**config.mk**
```make
export PLATFORM = sky130hd
export DESIGN_NAME = csa_fifo
export DESIGN_NICKNAME = d
export VERILOG_FILES = /design/src/rtl/core/csa_pkg.sv /design/src/rtl/core/csa_fifo.sv
export SDC_FILE = /design/constraint.sdc
export NUM_CORES = 1
export LEC_CHECK = 0
export BUFFER_PORTS_ARGS = -buffer_cell sky130_fd_sc_hd__buf_2
export CORE_ASPECT_RATIO = 1.2
export CORE_MARGIN = 4
export CORE_UTILIZATION = 25
export CTS_CLUSTER_DIAMETER = 80
export DETAILED_ROUTE_END_ITERATION = 7
export PLACE_DENSITY_LB_ADDON = 0.1
export SLEW_MARGIN = 20
export SYNTH_ARGS = -nofsm -noshare
export SYNTH_HDL_FRONTEND = slang
export SYNTH_SLANG_ARGS = --single-unit
export TNS_END_PERCENT = 30
```
**constraint.sdc**
```tcl
create_clock -name clk -period 18.4 [get_ports clk]
set_clock_uncertainty 0.2 [all_clocks]
set_input_delay 2.76 -clock clk [delete_from_list [all_inputs] [get_ports clk]]
set_output_delay 2.76 -clock clk [all_outputs]
set_load 0.01 [all_outputs]
```
**src/rtl/core/csa_pkg.sv**
```systemverilog
// ----------------------------------------------------------------------------
// csa_pkg: shared types and constants of the cosine similarity core
// Field widths, the pair limit and the record passed from front to back end.
// ----------------------------------------------------------------------------
package csa_pkg;

	localparam int IN_W  = 24;
	localparam int SUM_W = 64;
	localparam int PRD_W = 2 * IN_W;
	localparam int CNT_W = 13;
	localparam int SIM_W = 16;

	localparam logic [CNT_W-1:0] MAX_PAIRS = 13'd4096;
	localparam logic [SIM_W-1:0] SIM_ONE   = 16'd32768;

	// one finished vector pair: its three sums and its pair count
	typedef struct packed {
		logic [SUM_W-1:0] cross_sum;
		logic [SUM_W-1:0] first_sq;
		logic [SUM_W-1:0] second_sq;
		logic [CNT_W-1:0] count;
	} sums_t;

endpackage

```
**src/rtl/core/csa_fifo.sv**
```systemverilog
// ----------------------------------------------------------------------------
// csa_fifo: two-entry queue between front and back end
// Holds finished sum records so that the front end keeps accumulating.
// ----------------------------------------------------------------------------
module csa_fifo (
	input  logic           clk,
	input  logic           arst_n,
	input  logic           wr_en,
	input  csa_pkg::sums_t wr_data,
	output logic           full,
	input  logic           rd_en,
	output logic           valid,
	output csa_pkg::sums_t rd_data
);

	csa_pkg::sums_t mem [2];
	logic           wr_ptr_q;
	logic           rd_ptr_q;
	logic [1:0]     fill_q;

	assign full    = (fill_q == 2'd2);
	assign valid   = (fill_q != 2'd0);
	assign rd_data = mem[rd_ptr_q];

	always_ff @(posedge clk) begin
		if (wr_en) begin
			mem[wr_ptr_q] <= wr_data;
		end
	end

	always_ff @(posedge clk or negedge arst_n) begin
		if (!arst_n) begin
			wr_ptr_q <= 1'b0;
			rd_ptr_q <= 1'b0;
			fill_q   <= 2'd0;
		end else begin
			if (wr_en) wr_ptr_q <= ~wr_ptr_q;
			if (rd_en) rd_ptr_q <= ~rd_ptr_q;
			if (wr_en && !rd_en)      fill_q <= fill_q + 2'd1;
			else if (rd_en && !wr_en) fill_q <= fill_q - 2'd1;
		end
	end

endmodule

```
Word level (Yosys, flattened, before mapping)
Memory sizes are Yosys's and may differ from the RTL's.
Index checks and enable logic that the tools add are counted.
- register bits: 4
- RAM bits: 410
- logic and storage cells: 19
- memories kept: 1
- $add $sub $neg: 2
- equality and inequality tests: 1
- muxes and demuxes: 4
- bitwise logic cells: 2
- reduce and logical (&&, ||, !) cells: 6
- memory list (memory ; words ; bits a word ; rd ports ; clocked after memory_dff ; wr ports ; line ; source):
    mem ; 2 ; 205 ; 1 ; 0 ; 1 ; csa_fifo.sv:16 ; csa_pkg::sums_t mem [2];
- operators by type and width (kind ; number):
    2-to-1 mux 2 bit ; 2
    nonzero test 2 bit ; 2
    adder 2 x 1 -> 2 bit (second input constant) ; 1
    equality test 2 bit (second input constant) ; 1
    logical AND 1 bit ; 2
    logical NOT 1 bit ; 2
    2-to-1 mux 1 bit ; 2
    NOT 1 bit ; 2
    subtractor 2 x 1 -> 2 bit (second input constant) ; 1

Longest topological paths before layout
- depth after elaboration: 4
- depth in mapped cells: 5
- mapped depth without buffers: 5

Worst setup path before layout
No wires, ideal clock.
- path type: input to register
- start: input port wr_en
- end: memory mem[0][0] in the netlist's numbering, enable pin
- setup time: 0.798 ns
- arrival time: 11.597 ns
- setup slack: 5.805 ns
- stages: 1
- path buffers: 0
- cells stage by stage: nor2b_1
- word-level cells in the longest chain between the ends: 2
- ends and longest elaborated chain (item ; line ; source):
    start, declared ; csa_fifo.sv:8 ; input logic wr_en,
    2-to-1 mux 1 bit ; csa_fifo.sv:26 ; if (wr_en) begin
    2-to-1 mux 1 bit (implied by the code) ; csa_fifo.sv:27 ; mem[wr_ptr_q] <= wr_data;
    end, declared ; csa_fifo.sv:16 ;
No other way between the ends.

==> metrics.txt <==
Port Buffers 415; core area 61200 µm²; Post-CTS Repair Setup Buffers 0; H-tree lvl count 2; row cnt 99; Worst Setup Start Kind flip-flop; Filler cells 6019; Required @ worst endpoint 15440 ps; max_slew headroom 0.359; number of global-route vias before repair 8338; CTS Buf Count 45; Final period util 0.367; initial antenna violation count 6; Final Hold Vio Count 0; Worst-Margin Slew 961 ps; Post-Syn Area 15600 µm²; post-synthesis register bit count 414; Worst Path Arrival 3790 ps; Clock Path Buffers 3; First-pass DRT Iterations 4; status completed; Post-CTS Hold Buffers 0; Leakage 7.70 nW; post-layout min period 6750 ps; detailed router's first-iteration violation count 340; share of post-route cells with drive strength above 1 0.610; CP Cell Sequence buf_4, buf_4, mux2_4, buf_2; first-pass GRT wire length 55900 µm; CTS sink cnt 414; DRT antenna net count 0; maximum vdd ir drop 0.0836 mV; worst-path maximum fanout 54; Distinct cells, synth 14; Resize count post-CTS 0; Syn Area/Cell 23.8 µm²; num ports 416; clock-pin slew on the worst setup and hold paths 60 ps; final wirelength 38900 µm; max cap viols 0; overflow left after global routing 0; fmax 148 MHz; top post-synthesis cells by area edfxtp_1 (79%), mux2_4 (14%), mux2_2 (4.7%); Multi-input gate area 2930 µm²; die height 281 µm; Hold Crit Class reg -> reg; CTS tree done; crit path kind reg -> out; largest net degree at the start of global routing 64; # DRC 0; critical path's slowest cell dfrtp_4; width of the chip 236 µm; detailed placer's ending HPWL 27100 µm; RSZ-0062 raised after global routing false; Critical Path End Type primary output; Layout Cells excl Fill 1944; Initial Utilization 0.254; fin nets 1313; slowest stage delay, CP 940 ps; DR vias 7710; Clk Latency, worst-skew pair 540 ps; Root Driver clkbuf_16; yosys warns 0; post-synthesis sequential area ratio 0.798; Final GP Congestion 0.691; final setup violation count 0; largest area contributor in the netlist edfxtp_1; Vias per Instance 3.97; final max-slew violation count 0; Setup TNS 0 ps; P&R area growth vs syn 27.8%; DIE AREA 66300 µm²; PwrDens 156 nW/µm²; post-synth net total 864; top-area cell type share of the netlist area 0.791; gr usage total 0.112; placed cell count 1864; Min Hold Slack 283 ps; Crit path top cell by count buf_4; drt wl/cell 20.0 µm; FF+latch area 12400 µm²; post-synthesis cell count 654
routing by layer:
layer  global-route usage  share of wire  wire length [µm]
met4               0.0349          0.025               992
met2                0.206           0.54             20900
met5                    0         0.0011                41
met1                0.122           0.37             14500
met3               0.0382          0.064              2510
state kept, by name (all words and copies together), names as in the netlist:
name / cells
mem: 410
fill_q: 2
rd_ptr_q: 1
wr_ptr_q: 1
cell families (layout without fill, tap and decap cells):
| kind of cell | Yosys count | after routing | synth area share |
|---|---|---|---|
| flip-flops | 414 | 414 | 0.798 |
| multiplexers | 205 | 205 | 0.182 |
| buffers and inverters | 24 | 503 | 0.0145 |
| XOR/XNOR | 5 | 5 | 0.00281 |
| AND/OR/NAND/NOR | 5 | 5 | 0.00185 |
| adder cells (fa/ha/maj) | 1 | 1 | 0.000804 |
| other | 0 | 3 | 0 |
power by group:
| group | switching [mW] | leakage [nW] | total, mW | internal, mW |
|---|---|---|---|---|
| Combinational | 0.484 | 3.14 | 0.930 | 0.446 |
| Sequential | 0.0675 | 3.89 | 1.32 | 1.25 |
| Clock | 0.349 | 0.668 | 0.852 | 0.503 |
| Total | 0.900 | 7.70 | 3.10 | 2.20 |
stage by stage:
step	area [µm²]	utilization	power [mW]	worst slack, ps
after floorplan	15600	-	2.00	5800
after CTS	19900	0.325	3.18	11480
after detailed placement	18500	0.303	2.31	12100
after global placement	18500	0.303	2.31	12140
after global routing	19900	0.325	3.27	11410
final	19900	0.325	3.10	11650
critical path, delay by kind of cell (launching register included):
kind / cells / cell delay (ps)
buf+inv: 3 / 1780
mux: 1 / 360
flops: 1 / 940
cell usage after synthesis:
| cell type | count |
|---|---|
| nor2_1 | 1 |
| or2_2 | 1 |
| ha_1 | 1 |
| inv_1 | 1 |
| buf_2 | 6 |
| xnor2_1 | 1 |
| dfrtp_1 | 4 |
| edfxtp_1 | 410 |
| and2_1 | 1 |
| mux2_4 | 140 |
| mux2_2 | 65 |
| buf_6 | 17 |
| nor2b_1 | 2 |
| xor2_1 | 4 |
placed cells by master, fill, tap and decap left out, types with 3 or more instances in the layout:
master and instances:
dfrtp_1 3, buf_4 9, xor2_1 4, diode_2 3, clkbuf_16 45, clkinv_1 6, clkbuf_1 14, mux2_2 65
edfxtp_1 410, bufinv_16 4, mux2_4 140, buf_2 415, clkinv_2 8
final cells by class:
type	count	share of cell area
Sequential cell	414	0.624
Multi-Input combinational cell	216	0.147
Timing Repair Buffer	425	0.108
Clock buffer	59	0.0593
Tap cell	808	0.0508
Clock inverter	18	0.00919
Antenna cell	3	0.000378
Inverter	1	0.000189
final timing paths:
kind                                start      endpoint  slack, ps  cells past startpoint
worst min-delay path            fill_q[1]     fill_q[1]        280                      1
worst min register to register  fill_q[1]     fill_q[1]        280                      1
max in group asynchronous          arst_n      rd_ptr_q      16050                      1
worst max register to register   wr_ptr_q   mem[1][137]      15200                      3
worst max-delay path             rd_ptr_q  rd_data[118]      11650                      4
min in group asynchronous          arst_n     fill_q[1]       1810                      1
No activity file was read; power rests on OpenSTA's default activity.
