`config.mk`:
```
export PLATFORM = sky130hd
export DESIGN_NAME = csa_front
export DESIGN_NICKNAME = d
export VERILOG_FILES = /design/src/rtl/core/csa_pkg.sv /design/src/rtl/core/csa_front.sv
export SDC_FILE = /design/constraint.sdc
export NUM_CORES = 2
export LEC_CHECK = 0
export ABC_AREA = 1
export BUFFER_PORTS_ARGS = -buffer_cell sky130_fd_sc_hd__buf_2
export CORE_AREA = 2 2 386 388
export DETAILED_ROUTE_END_ITERATION = 6
export DIE_AREA = 0 0 388 390
export PLACE_DENSITY = 0.83
export SLEW_MARGIN = 20
export SYNTH_ARGS = -nofsm -noshare
export SYNTH_HDL_FRONTEND = slang
export SYNTH_SLANG_ARGS = --single-unit
```
`constraint.sdc`:
```
create_clock -name clk -period 3.85 [get_ports clk]
set_input_delay 0.9625 -clock clk [delete_from_list [all_inputs] [get_ports clk]]
set_output_delay 0.9625 -clock clk [all_outputs]
set_load 0.05 [all_outputs]
```
`src/rtl/core/csa_pkg.sv`:
```
// ----------------------------------------------------------------------------
// csa_pkg: shared types and constants of the cosine similarity core
// Field widths, the pair limit and the record passed from front to back end.
// ----------------------------------------------------------------------------
package csa_pkg;

	localparam int IN_W  = 24;
	localparam int SUM_W = 64;
	localparam int PRD_W = 2 * IN_W;
	localparam int CNT_W = 13;
	localparam int SIM_W = 16;

	localparam logic [CNT_W-1:0] MAX_PAIRS = 13'd4096;
	localparam logic [SIM_W-1:0] SIM_ONE   = 16'd32768;

	// one finished vector pair: its three sums and its pair count
	typedef struct packed {
		logic [SUM_W-1:0] cross_sum;
		logic [SUM_W-1:0] first_sq;
		logic [SUM_W-1:0] second_sq;
		logic [CNT_W-1:0] count;
	} sums_t;

endpackage

```
`src/rtl/core/csa_front.sv`:
```
// ----------------------------------------------------------------------------
// csa_front: multiply-accumulate front end
// Squares and cross product in one stage, running sums in the next.
// ----------------------------------------------------------------------------
module csa_front (
	input  logic                        clk,
	input  logic                        arst_n,
	input  logic                        push,
	output logic                        full,
	input  logic [csa_pkg::IN_W-1:0]    a_intensity,
	input  logic [csa_pkg::IN_W-1:0]    b_intensity,
	input  logic                        last,
	input  logic                        fifo_full,
	output logic                        fifo_wr,
	output csa_pkg::sums_t              fifo_data
);

	logic                        valid_s1;
	logic                        last_s1;
	logic [csa_pkg::PRD_W-1:0]   ab_s1;
	logic [csa_pkg::PRD_W-1:0]   aa_s1;
	logic [csa_pkg::PRD_W-1:0]   bb_s1;
	logic [csa_pkg::SUM_W-1:0]   cross_q;
	logic [csa_pkg::SUM_W-1:0]   first_q;
	logic [csa_pkg::SUM_W-1:0]   second_q;
	logic [csa_pkg::CNT_W-1:0]   cnt_q;
	logic                        stall;
	logic                        adv;
	logic                        room;
	csa_pkg::sums_t              nxt;

	// a finishing pair waits while the queue is full
	assign stall = valid_s1 && last_s1 && fifo_full;
	assign full  = stall;
	assign adv   = valid_s1 && !stall;
	assign room  = (cnt_q < csa_pkg::MAX_PAIRS);

	always_comb begin
		nxt.cross_sum = cross_q;
		nxt.first_sq  = first_q;
		nxt.second_sq = second_q;
		nxt.count     = cnt_q;
		if (room) begin
			nxt.cross_sum = cross_q  + csa_pkg::SUM_W'(ab_s1);
			nxt.first_sq  = first_q  + csa_pkg::SUM_W'(aa_s1);
			nxt.second_sq = second_q + csa_pkg::SUM_W'(bb_s1);
			nxt.count     = cnt_q + 1'b1;
		end
	end

	assign fifo_wr   = adv && last_s1;
	assign fifo_data = nxt;

	always_ff @(posedge clk) begin
		if (!stall) begin
			ab_s1   <= a_intensity * b_intensity;
			aa_s1   <= a_intensity * a_intensity;
			bb_s1   <= b_intensity * b_intensity;
			last_s1 <= last;
		end
	end

	always_ff @(posedge clk or negedge arst_n) begin
		if (!arst_n) begin
			valid_s1 <= 1'b0;
			cross_q  <= '0;
			first_q  <= '0;
			second_q <= '0;
			cnt_q    <= '0;
		end else begin
			if (!stall) valid_s1 <= push;
			if (adv) begin
				if (last_s1) begin
					cross_q  <= '0;
					first_q  <= '0;
					second_q <= '0;
					cnt_q    <= '0;
				end else begin
					cross_q  <= nxt.cross_sum;
					first_q  <= nxt.first_sq;
					second_q <= nxt.second_sq;
					cnt_q    <= nxt.count;
				end
			end
		end
	end

endmodule

```
**Yosys cells after proc, flatten, opt, wreduce, memory -nomap -nowiden**

Cells that the tools add are included.

- Add/sub/neg operators: 4
- $mul: 3
- Div/mod/pow operators: 0
- $lt $le $gt $ge: 1
- Equality and inequality tests: 0
- Shift-type cells: 0
- Muxes and demuxes: 5
- Bitwise gates (word level): 0
- Reduce and logical (&&, ||, !) cells: 5

Operators by type and width:

| kind | count |
|---|---|
| 205-bit two-way mux | 1 |
| 64-bit by 48-bit adder with 64-bit output | 3 |
| 64-bit two-way mux | 3 |
| 24-bit by 24-bit multiplier with 48-bit output | 3 |
| 13-bit by 1-bit adder with 13-bit output, second input constant | 1 |
| 13-bit less-than comparator, second input constant | 1 |
| 13-bit two-way mux | 1 |
| 1-bit logical AND | 4 |
| 1-bit zero test | 1 |

- Register bits: 351
- Bits in latches: 0
- Memory bits (writable): 0
- Bits in read-only memories: 0
- Input port bits: 53
- Output and inout bits: 207
- Logic and storage cells: 27
- Memories: 0

**Logic depth before layout (Yosys ltp)**

- Depth after elaboration: 5
- Depth in mapped cells: 30
- Mapped depth without buffers: 28

**Worst setup path before layout**

Ideal clock, no wire load.

- Path type: input port to flip-flop
- Start point: input port b_intensity[2] (netlist name)
- End point: register bb_s1[45] (netlist name) (data pin)
- Library setup time: 0.259 ns
- Arrival time: 6.796 ns
- Data required time: 3.591 ns
- Setup slack: -3.205 ns
- Cell stages on the path: 27
- Path buffers: 2
- Cell sequence: clkbuf_1 clkbuf_1 nand2_1 fa_1 inv_1 fa_1 inv_1 fa_1 inv_1 fa_1 inv_1 fa_1 inv_1 fa_1 inv_1 fa_1 inv_1 ha_1 a21o_1 a21oi_1 o21ai_0 nand2_1 nand2_1 a21oi_1 o21ai_0 nand2_1 nand2_1

- Cells in the longest elaborated chain, start to end: 1

RTL lines:

| item | line | text |
|---|---|---|
| start: declaration | csa_front.sv:11 | `input logic [csa_pkg::IN_W-1:0] b_intensity,` |
| 24-bit by 24-bit multiplier with 48-bit output | csa_front.sv:58 | `bb_s1 <= b_intensity * b_intensity;` |
| end signal: assignment | csa_front.sv:58 |  |
| end: declaration | csa_front.sv:22 | `logic [csa_pkg::PRD_W-1:0] bb_s1;` |

Every way passes these cells.
A chain may end at the register's enable or synchronous reset.

**Worst setup path after layout**

- Start point: input port a_intensity[0] (netlist name)
- End point: register ab_s1[32] (netlist name) (data pin)

- Cells in the longest elaborated chain, start to end: 1

RTL lines:

| item | line | text |
|---|---|---|
| start: declaration | csa_front.sv:10 | `input logic [csa_pkg::IN_W-1:0] a_intensity,` |
| 24-bit by 24-bit multiplier with 48-bit output | csa_front.sv:56 | `ab_s1 <= a_intensity * b_intensity;` |
| end signal: assignment | csa_front.sv:56 |  |
| end: declaration | csa_front.sv:20 | `logic [csa_pkg::PRD_W-1:0] ab_s1;` |

Every way passes these cells.

==> results.cfg <==
[status]
result_of_the_run = finished with violations
violations = DRC, setup timing

[sta]
rsz0062_at_grt = true
achievable-frequency_mhz = 145
fin_hold_ws_ps = 320
setup_violations = 288
layout_min_cycle_time_ps = 6900
worst_slew_pin_slew_ps = 946
final.period_utilization_pct = 179
clock-skew-final_ps = 39.1
postLayoutSetupSlackWorst_ps = -3050
finalMaxSlewViolations = 0
slew-limit-headroom_pct = 36.3
report.final.hold_viol_count = 0

[worst_setup_path]
cp-start-kind = input port
cp_num_cells = 25
critical_path.most_common_cell = sky130_fd_sc_hd__fa_1
worstRegToRegCells = 14
timing.critical_path.fanout_max = 11
timing.critical_path.slowest_stage_cell = sky130_fd_sc_hd__fa_1
critical_path.top_delay_family = adder cells
critical_path_arrival_ps = 7280
cp_slowest_stage_delay_ps = 660
worstPathRequired_ps = 4230
path_buf_inv = 10
worstSetupPathType = input port to flip-flop
end_kind = flip-flop

[yosys]
ys_async_sr_fraction_pct = 59.0
synth.cell_area_um2 = 83400
mapped_cells = 11700
synth-seq-cells = 349
synth_enable_flop_cells = 143
synth.yosys.seq_area_share_pct = 11.3
count_of_cell_types_in_the_netlist = 58
syn_area_per_cell_um2 = 7.15
syn-num-nets = 13700
ys_warn_count = 0
postSynth.topFlopCell = sky130_fd_sc_hd__dfrtp_1

[detailed_routing]
drt_pass1_iterations = 7
final_antenna_net_count = 0
vias_per_cell = 5.54
totalWireLength_um = 329000
wire_length_per_cell_um = 22.0
drc_marker_count_from_the_first_detailed_route_iteration = 8421
dr_total_vias = 82700
drc_violations_left = 13

[global_routing]
groute.usage.overall_pct = 41.2
wire_length_of_the_first_global_routing_pass_um = 478000
grt.met3_usage_pct = 8.60
grt-busiest-layer = met2
antenna_found_initial = 20
met2_use_gr_pct = 65.9
grt_overflow = 0
met1_track_usage_gr_pct = 52.1
first_global_vias = 84500
grt_max_degree = 136

[clock_network]
clock_tree.buffer_depth = 3
clock_tree_from_tritoncts = built
clk_pin_slew_ps = 60
htreeDepth = 2
cts_made_buffers = 43
cts_num_sinks = 349
clk_root_buffer_cell = sky130_fd_sc_hd__clkbuf_16
clock_insertion_delay_worst_skew_ps = 630

[final_layout]
area_delta_synth_final_pct = 28.5
final_core_util_pct = 72.8
finish.net_count = 15000
n_fill_cell = 10300
layout.cells.most_common_list = sky130_fd_sc_hd__nand2_1, sky130_fd_sc_hd__inv_1, sky130_fd_sc_hd__fa_1
most_common_cell_after_layout_fill_and_taps_aside = sky130_fd_sc_hd__nand2_1
final_layout_size_suffix_gt1_share_pct = 24.5

[floorplan]
placementRows = 141
initial_core_util_pct = 56.7
floorplan.core_area_um2 = 147000
die_area_um2 = 151000
die_w_um = 388
fp.dieH_um = 390
ios = 260

[hold_path]
worstHoldPathType = input port to asynchronous set/reset pin

[run]
cap_violations = 0

[placement]
place_hpwl_um = 246000
routabilityCongestion = 1.01
number_of_buffers_added_on_ports = 259
[area by class of cell]
class / count / area [um^2] / share of cell area (%)
multi-input cells: 7673 / 66500 / 62.1
inverters: 3305 / 12500 / 11.6
clock buffers: 54 / 1170 / 1.09
clock inverters: 26 / 344 / 0.321
flip-flops and latches: 349 / 9450 / 8.82
repair buffers: 1601 / 14800 / 13.8
well taps: 1930 / 2410 / 2.25
diodes: 4 / 10.0 / 0.00934
[registers in the layout, indices dropped and copies added, names as in the netlist]
| signal | cells |
|---|---|
| cross_q | 64 |
| first_q | 64 |
| second_q | 64 |
| ab_s1 | 48 |
| aa_s1 | 47 |
| bb_s1 | 47 |
| cnt_q | 13 |
| last_s1 | 1 |
| valid_s1 | 1 |
[logic make-up (layout without fill, tap and decap cells)]
kind of cell,count (synthesis),count (layout),share of synthesized area [%]
compound gates,748,748,5.07
xor+xnor,195,195,2.05
other cells,0,4,0
buf+inv,3639,4986,16.4
fa+ha+maj,1994,1994,41.9
flops,349,349,11.3
simple gates,4736,4736,23.2
[worst paths after layout]
| check | from | to | slack, ps |
|---|---|---|---|
| max | a_intensity[0] | ab_s1[32] | -3050 |
| min | arst_n | second_q[46] | 320 |
| max reg2reg | ab_s1[46] | cross_q[52] | 1030 |
| min reg2reg | second_q[63] | second_q[63] | 500 |
| max in group asynchronous | arst_n | cross_q[20] | 2640 |
| min in group clk | second_q[63] | second_q[63] | 500 |
[metal layers]
metal	vias to the layer above	part of all wire, %	wire, um
li1	36600	-	-
met1	39500	36	120000
met2	4946	44	145000
met3	1730	11	36400
met4	26	8.3	27100
met5	-	0.058	192
[worst register-to-register path: stages, from the launching register on]
cell and delay (ps):
sky130_fd_sc_hd__edfxtp_1 630, sky130_fd_sc_hd__ha_1 520, sky130_fd_sc_hd__nand2_1 120, sky130_fd_sc_hd__nor2_1 160, sky130_fd_sc_hd__nand2_1 130, sky130_fd_sc_hd__inv_1 150
sky130_fd_sc_hd__nand2_1 170, sky130_fd_sc_hd__nor2_1 350, sky130_fd_sc_hd__nor2_1 70, sky130_fd_sc_hd__nand2_1 80, sky130_fd_sc_hd__nand2_1 50, sky130_fd_sc_hd__nand2_1 60
sky130_fd_sc_hd__nand2_1 70, sky130_fd_sc_hd__nand2_1 60, sky130_fd_sc_hd__nand2_1 60
[synth_stat cells (all sizes together) (58+ instances only)]
cell type | count | area (um^2)
a21oi | 295 | 1510
buf | 142 | 588
clkbuf | 192 | 723
dfrtp | 206 | 5150
edfxtp | 143 | 4290
fa | 1327 | 26600
ha | 667 | 8350
inv | 3305 | 12400
nand2 | 3497 | 13200
nand3 | 367 | 1910
nor2 | 594 | 2340
nor3 | 75 | 467
o21ai | 274 | 1380
or2 | 58 | 363
xnor2 | 89 | 780
xor2 | 106 | 928
[timing repair]
item | 4_1_cts | 5_1_grt
pin swaps | 518 | 424
gates resized for setup | 1127 | 518
cloned | 12 | 4
buffers inserted | 168 | 89
endpoints found under the setup margin | 288 | 300
hold buffers | 0 | 0
[metrics by stage]
| step | TNS (ps) | instances | setup slack [ps] | area, um^2 |
|---|---|---|---|---|
| 6_report | -356850 | 14900 | -3050 | 107000 |
| 2_1_floorplan | -324320 | 11700 | -2540 | 87400 |
| 4_1_cts | -319800 | 14900 | -2590 | 105000 |
| 5_1_grt | -392690 | 14900 | -3040 | 107000 |
| 3_3_place_gp | -386440 | 14600 | -3800 | 97500 |
| 3_5_place_dp | -393790 | 14600 | -3850 | 97500 |
Power is not shown: default switching activity piles up to over one toggle a cycle in this logic, so the estimate is an artifact.
